File: src/rtl/szad_pkg.sv
// Package for the sliding-window z-score anomaly core: sizes, state types
// and the structs that pass between the lanes, the merge stage and the top.
// Depends on nothing.
package szad_pkg;

  localparam int NUM_FEATURES = 4;
  localparam int FEATURE_BITS = 16;
  localparam int WINDOW_DEPTH = 1024;
  localparam int PTR_BITS     = $clog2(WINDOW_DEPTH);
  localparam int COUNT_BITS   = $clog2(WINDOW_DEPTH + 1);
  localparam int SUM_BITS     = FEATURE_BITS + PTR_BITS;
  localparam int SQ_BITS      = 2 * FEATURE_BITS + PTR_BITS;
  localparam int NX_BITS      = FEATURE_BITS + COUNT_BITS;
  localparam int DIFF_BITS    = SUM_BITS;
  localparam int NUM_BITS     = 2 * DIFF_BITS;
  localparam int DEN_BITS     = SQ_BITS + COUNT_BITS;
  localparam int TERM_BITS    = 33;
  localparam int D2_BITS      = TERM_BITS + $clog2(NUM_FEATURES) + 1;
  localparam int WORD_BITS    = NUM_FEATURES * FEATURE_BITS;
  localparam int OUT_BITS     = 16;
  localparam logic [OUT_BITS-1:0] THRESHOLD_RESET = 16'd768;

  typedef enum logic [2:0] {
    L_IDLE, L_MUL1, L_MUL2, L_MUL3, L_CHECK, L_DIV, L_DONE
  } lane_state_t;

  typedef enum logic [2:0] {
    M_IDLE, M_CHECK, M_SQRT, M_PREP, M_DIV, M_DONE
  } merge_state_t;

  typedef enum logic [1:0] {
    T_IDLE, T_START, T_WAIT, T_HOLD
  } core_state_t;

  typedef struct packed {
    logic                  start;
    logic                  full;
    logic [COUNT_BITS-1:0] n;
  } lane_ctrl_t;

  typedef struct packed {
    logic                 done;
    logic [TERM_BITS-1:0] term;
  } lane_status_t;

  typedef struct packed {
    logic                done;
    logic                anomaly;
    logic [OUT_BITS-1:0] zdist;
    logic [OUT_BITS-1:0] score;
  } merge_result_t;

endpackage

File: src/rtl/szad_merge.sv
// Merge stage: adds the lane terms, takes the integer square root bit by
// bit and divides the distance by the threshold for the score.
// Depends on szad_pkg.
module szad_merge (
  input  logic                                          clk,
  input  logic                                          rst,
  input  szad_pkg::lane_status_t [szad_pkg::NUM_FEATURES-1:0] lanes,
  input  logic [szad_pkg::OUT_BITS-1:0]                 threshold,
  output szad_pkg::merge_result_t                       result
);
  import szad_pkg::*;

  merge_state_t state, state_next;
  logic [D2_BITS-1:0]  d2, d2_sum;
  logic [31:0]         v, res, bitv;
  logic [4:0]          cnt;
  logic [OUT_BITS-1:0] zdist, score, rmd;
  logic [23:0]         dd;
  logic [22:0]         quo;
  logic [OUT_BITS:0]   trial;
  logic [31:0]         rb;
  logic                take, all_done, big, sqrt_last, div_last, thr_zero, mdone;

  always_comb begin
    all_done = 1'b1;
    d2_sum   = '0;
    for (int i = 0; i < NUM_FEATURES; i++) begin
      all_done = all_done & lanes[i].done;
      d2_sum   = d2_sum + D2_BITS'(lanes[i].term);
    end
  end

  assign big       = d2[D2_BITS-1:32] != '0;
  assign rb        = res + bitv;
  assign sqrt_last = cnt == 5'd15;
  assign div_last  = cnt == 5'd23;
  assign thr_zero  = threshold == '0;
  assign trial     = {rmd, dd[23]};
  assign take      = trial >= {1'b0, threshold};

  always_comb begin
    state_next = state;
    case (state)
      M_IDLE:  if (all_done) state_next = M_CHECK;
      M_CHECK: state_next = big ? M_PREP : M_SQRT;
      M_SQRT:  if (sqrt_last) state_next = M_PREP;
      M_PREP:  state_next = thr_zero ? M_DONE : M_DIV;
      M_DIV:   if (div_last) state_next = M_DONE;
      M_DONE:  state_next = M_IDLE;
      default: state_next = M_IDLE;
    endcase
  end

  always_comb begin
    mdone = 1'b0;
    case (state)
      M_DONE:  mdone = 1'b1;
      default: mdone = 1'b0;
    endcase
  end

  assign result.done    = mdone;
  assign result.anomaly = zdist > threshold;
  assign result.zdist   = zdist;
  assign result.score   = score;

  always_ff @(posedge clk) begin
    if (rst) state <= M_IDLE;
    else     state <= state_next;
  end

  always_ff @(posedge clk) begin
    case (state)
      M_IDLE: d2 <= d2_sum;
      M_CHECK: begin
        v    <= d2[31:0];
        res  <= '0;
        bitv <= 32'h4000_0000;
        cnt  <= '0;
        if (big) zdist <= '1;
      end
      M_SQRT: begin
        if (v >= rb) begin
          v   <= v - rb;
          res <= (res >> 1) + bitv;
        end else begin
          res <= res >> 1;
        end
        bitv <= bitv >> 2;
        cnt  <= cnt + 5'd1;
        if (sqrt_last) zdist <= (v >= rb) ? OUT_BITS'((res >> 1) + bitv)
                                          : OUT_BITS'(res >> 1);
      end
      M_PREP: begin
        dd  <= {zdist, 8'b0};
        rmd <= '0;
        quo <= '0;
        cnt <= '0;
        if (thr_zero) score <= (zdist != '0) ? '1 : '0;
      end
      M_DIV: begin
        rmd <= take ? OUT_BITS'(trial - {1'b0, threshold}) : OUT_BITS'(trial);
        dd  <= {dd[22:0], 1'b0};
        quo <= {quo[21:0], take};
        cnt <= cnt + 5'd1;
        if (div_last) score <= (quo[22:15] != '0) ? '1 : {quo[14:0], take};
      end
      default: ;
    endcase
  end

endmodule

File: config.mk
export PLATFORM = sky130hd
export DESIGN_NAME = szad_merge
export DESIGN_NICKNAME = d
export VERILOG_FILES = /design/src/rtl/szad_pkg.sv /design/src/rtl/szad_merge.sv
export SDC_FILE = /design/constraint.sdc
export NUM_CORES = 1
export LEC_CHECK = 0
export BUFFER_PORTS_ARGS = -buffer_cell sky130_fd_sc_hd__buf_2
export CORE_UTILIZATION = 45
export CTS_BUF_LIST = sky130_fd_sc_hd__clkbuf_4 sky130_fd_sc_hd__clkbuf_8
export DETAILED_ROUTE_END_ITERATION = 10
export GPL_TIMING_DRIVEN = 0
export PLACE_DENSITY_LB_ADDON = 0.1
export SLEW_MARGIN = 40
export SYNTH_ARGS = -nofsm -noshare
export SYNTH_HDL_FRONTEND = slang
export SYNTH_SLANG_ARGS = --single-unit
File: constraint.sdc
create_clock -name clk -period 17.2 [get_ports clk]
set_input_delay 0.86 -clock clk [delete_from_list [all_inputs] [get_ports clk]]
set_output_delay 0.86 -clock clk [all_outputs]
set_load 0.1 [all_outputs]
Word-level counts from Yosys, hierarchy flattened:

Cells that the tools add are included.

* bits in registers: 235
* latch bits: 0
* ROM bits: 0
* RAM bits: 0
* bits of input ports: 154
* output and inout bits: 34
* memories: 0

* multiply operators: 0
* order comparisons: 3
* div/mod/pow operators: 0
* bitwise logic cells: 3
* reduce and logical (&&, ||, !) cells: 14
* mux-type cells: 26
* shift-type cells: 0
* eq/ne operators: 13
* $add $sub $neg: 8

Operators with widths (count)
* case mux 32 bit (2 select lines): 3
* two-way mux 16 bit: 8
* case mux 16 bit (2 select lines): 3
* two-way mux 32 bit: 2
* case mux 24 bit (2 select lines): 1
* case mux 23 bit (2 select lines): 1
* adder 35 x 33 -> 36 bit: 1
* adder 34 x 33 -> 35 bit: 1
* adder 33 x 33 -> 34 bit: 1
* adder 31 x 32 -> 32 bit: 1
* adder 32 bit: 1
* greater-or-equal comparator 32 bit: 1
* subtractor 32 bit: 1
* greater-or-equal comparator 17 x 16 -> 1 bit: 1
* greater-than comparator 16 bit: 1
* zero test 16 bit: 1
* nonzero test 16 bit: 1
* subtractor 16 bit: 1
* case mux 3 bit (5 select lines): 1
* != test 2 bit, second input constant: 6
* case mux 5 bit (2 select lines): 1
* two-way mux 3 bit: 3
* AND reduction 3 bit: 3
* nonzero test 8 bit: 1
* 13 further kinds: 22

Depth between registers and ports, before layout:

* depth after elaboration: 5
* mapped depth: 24
* gate-level depth less buffers: 21

Worst setup path before layout:

OpenSTA, ideal clock, no wires.

* kind: register to register
* start: register res[2]
* end: register v[0], enable pin
* clock period less this slack: 5774 ps
* setup slack: 11426 ps
* stages on the path, launching flop included: 22
* arrival: 5343 ps
* path buffers: 2
* required time: 16768 ps
* cells stage by stage: edfxtp_1 > ha_1 > a21o_1 > a31oi_1 > o21ai_0 > a21oi_1 > o31ai_1 > a31oi_1 > nor2_1 > o21ai_0 > xor2_1 > ha_1 > clkbuf_1 > nand3_1 > nor3b_1 > inv_1 > nor4_1 > o31ai_1 > nand3b_2 > buf_4 > nand2_1 > a21oi_1

* longest elaborated chain between the ends: 4

RTL lines
* from (decl): line szad_merge.sv:15 `logic [31:0] v, res, bitv;`
* from (signal assigned): line szad_merge.sv:85 `res <= (res >> 1) + bitv;`
* from (signal assigned): line szad_merge.sv:87 `res <= res >> 1;`
* adder 32 bit: line szad_merge.sv:34 `assign rb = res + bitv;`
* greater-or-equal comparator 32 bit: line szad_merge.sv:83 `if (v >= rb) begin`
* != test 2 bit (no line)
* AND reduction 2 bit (no line)
* to (signal assigned): line szad_merge.sv:76 `v <= d2[31:0];`
* to (signal assigned): line szad_merge.sv:84 `v <= v - rb;`
* to (decl): line szad_merge.sv:15

No other way between the ends.
A chain may end at the register's enable or synchronous reset.

Worst setup path after layout:

* start: register bitv[0]
* end: register v[0], enable pin

* longest elaborated chain between the ends: 4

RTL lines
* from (decl): line szad_merge.sv:15
* from (signal assigned): line szad_merge.sv:89 `bitv <= bitv >> 2;`
* adder 32 bit: line szad_merge.sv:34
* greater-or-equal comparator 32 bit: line szad_merge.sv:83
* != test 2 bit (no line)
* AND reduction 2 bit (no line)

No other way between the ends.

==> metrics <==
Leak Pwr 7.35 nW; non-filler cells, final 2,275; TritonCTS buffer count 38; Post-Synthesis Cells 1,554; Root Buffer clkbuf_8; CTS resizes 0; Post-CTS Setup Bufs 0; Core ar. 34,500 sq um; Antenna Violating Nets Remaining 0; hold buffers post-CTS 0; adder-cell area share of the yosys netlist about a fifth; ys flop type edfxtp_1; routed wire length 34,600 microns; GPL Wtd Cong 0.895; share of the synthesized area in the top cell type 39.3%; CP Launch Type register; number of cells after detailed placement 2,206; # DRC 0; die area 35,900 sq um; chain of cells forming the critical path ha_1 -> ha_1 -> a21o_1 -> a31oi_1 -> o21ai_0 -> a21oi_1 -> o31ai_1 -> a31oi_1 -> nor2_1 -> o21ai_0 -> xor2_1 -> ha_1 -> clkbuf_1 -> nand3_1 -> nor3b_1 -> inv_1 -> nor4_1 -> o31ai_1 -> nand3b_2 -> buf_4 -> nand2_1 -> a21oi_4 -> buf_8; placed cell areas 17,500 sq um; Post-Syn Area per Cell 10.2 sq um; XOR/XNOR share of the synthesized area 7.04%; Netlist cell types 70; main combinational cell family by area after synthesis adder cells; final hold violations 0; Initial DRT Pass Iterations 5; endpoints failing setup 0; largest net degree at the start of global routing 36; antenna violations before repair 0; Critical Path Most Common Cell ha_1; Seq/Total Area, Yosys 39.7%; CP Max Fanout 17; Comb pwr share a little under three fifths; biggest area consumer among synthesized cells edfxtp_1; count of final max-slew check failures 0; CP Capture Type register; max_cap viols 0; Clk pwr share between 10% and 20%; clock buffer depth 3; Nets 2,147; dominant cells by area after synthesis edfxtp_1 (39%), ha_1 (11%), fa_1 (8.6%); Worst Hold Class register to register; R2R Path Start bitv[0]; Ant. Diodes 0; routed via count ~12,000; worst vdd ir around 0.000055 V; register area approximately 6300 sq um; slew at the pin with the worst max-slew slack 0.864 ns; Switch Pwr roughly 1.3 mW; Post-synth EDFFs 207; Simple-Gate Fraction of Synth Area about 16%; period utilisation layout 34.9%; layout cells sized above 1 between 10% and 20%; sw frac 43.2%; asr flop ratio synth 0%; Slew headroom 42.4%; Crit Path Category register to register; internal cell power 1.70 mW; grt total ovfl 0; setup TNS 0 ns; vias in the first global route about 12,000; worst setup margin 11.20 ns; port bufs 187; Worst Skew between 0.02 and 0.025 ns; #FFs+latches synth 210; mux cell area share after synthesis 1.09%; Worst Hold Launch dd[21]; Chip Width 189 microns; Initial Util 45.7%; Filler cells between 3,000 and 4,000; Clock Sinks 210; area of the multi-input gates 9170 sq um; top-count cell post-synth edfxtp_1; status finished, final reports clean; Tot Pwr 2.99 mW; min Tclk post-route 6.00 ns; Final HPWL DP 27,200 microns; critical path's largest stage delay 0.51 ns; first-pass GRT wire length 57,100 microns; clk_lat worst skew 0.54 ns; Flop pwr share 28.3%; syn nets 1,910; Slowest-stage cell, CP a21oi_4; Power Density about 160 nW/um^2; synth-to-layout area growth 15.5%; Die Ht approximately 190 microns; GRT Overall Usage about a fifth; pre-CTS WS 11.20 ns; design area 18,200 sq um; Ports 188; Max Fclk 167 MHz; top post-synthesis cells by count edfxtp_1 (207), nand2_1 (199), ha_1 (134); drt initial violations 545; crit path launch bitv[0]; post-synthesis cell area between 15,000 and 20,000 sq um; DR WL/cell 15.2 microns; Worst EP arrival 6.23 ns; Worst Path Required around 17 ns; compound-gate portion of the synthesized area 14.6%; drt via density 5.30; Clock transition at path regs 0.06 ns; CTS tree built; H-tree depth 2; number of cell rows 68; Synth Warn # 0; RSZ-0062 raised after global routing no
==> cell usage in the layout, fill, tap and decap left out, drive strengths merged, types with 16 or more instances in the layout <==
cell type and count:
o21ai 110, a21oi 95, a31oi 38, nor2b 25, nand3 22, or2 16, nand4 24, nor2 106
buf 205, xnor2 60, a21o 36, nand2 200, ha 134, fa 68, and3 33, nor3 20
nand2b 17, and2 20, edfxtp 207, xor2 67, clkbuf 94, inv 53
==> path summary, 6_finish.rpt <==
| check | end | slack, ns | cells after the start |
|---|---|---|---|
| worst min-delay path | dd[22] | 0.51 | 2 |
| worst max register to register | v[0] | 11.20 | 23 |
| worst max-delay path | v[0] | 11.20 | 23 |
| worst min register to register | dd[22] | 0.51 | 2 |
==> worst max-delay path, delay by kind of cell, from the launching register on <==
| family | cells | cell delay, ns |
|---|---|---|
| buffers and inverters | 4 | 0.76 |
| adder cells (fa/ha/maj) | 3 | 0.73 |
| flip-flops | 1 | 0.41 |
| XOR/XNOR | 1 | 0.15 |
| AO/OA/AOI/OAI | 9 | 2.40 |
| AND/OR/NAND/NOR | 6 | 1.19 |
==> cells by family (layout without fill, tap and decap cells) <==
group	after synthesis	count (layout)
DFF	210	210
and+or+nand+nor	520	520
adders and majority gates	202	202
buffers and inverters	103	369
muxes	17	17
xor gates and xnor gates	127	127
AOI/OAI and AO/OA	375	375
==> sequential cells by signal, indices dropped and copies added (netlist names) <==
name and count:
bitv 16, cnt 5, d2 35, dd 16, quo 23, res 32
rmd 16, score 16, state 3, v 32, zdist 16
==> routing by layer <==
metal | GRT usage, % | up-vias | routed length [microns]
li1 | - | 6163 | -
met2 | 34.1 | 256 | 16500
met4 | 5.58 | 0 | 685
met1 | 25.1 | 5601 | 16100
met3 | 2.65 | 44 | 1340
met5 | 0 | - | 0
==> power by group through the flow <==
stage / Clock [mW] / Sequential [mW] / Combinational (mW)
3_5_place_dp: 0 / 0.852 / 1.64
6_report: 0.493 / 0.844 / 1.65
3_3_place_gp: 0 / 0.865 / 1.60
2_1_floorplan: 0 / 0.856 / 1.24
5_1_grt: 0.528 / 0.859 / 1.86
4_1_cts: 0.506 / 0.844 / 1.65
==> per-stage QoR <==
stage / hold WS (ns) / util (%)
CTS: 0.485 / 52.8
global route: 0.491 / 52.8
global placement: 0.487 / 50.1
detailed placement: 0.494 / 50.5
finish: 0.507 / 52.8
floorplan: 0.484 / -
==> final cells by class <==
type | instances | share of cell area, %
Timing Repair Buffer | 197 | 5.68
Sequential cell | 210 | 34.4
Buffer | 51 | 1.17
Clock inverter | 18 | 0.885
Multi-Input combinational cell | 1241 | 50.3
Clock buffer | 51 | 3.44
Inverter | 52 | 1.07
Tap cell | 455 | 3.12
Power figures use the tool's default switching activity.
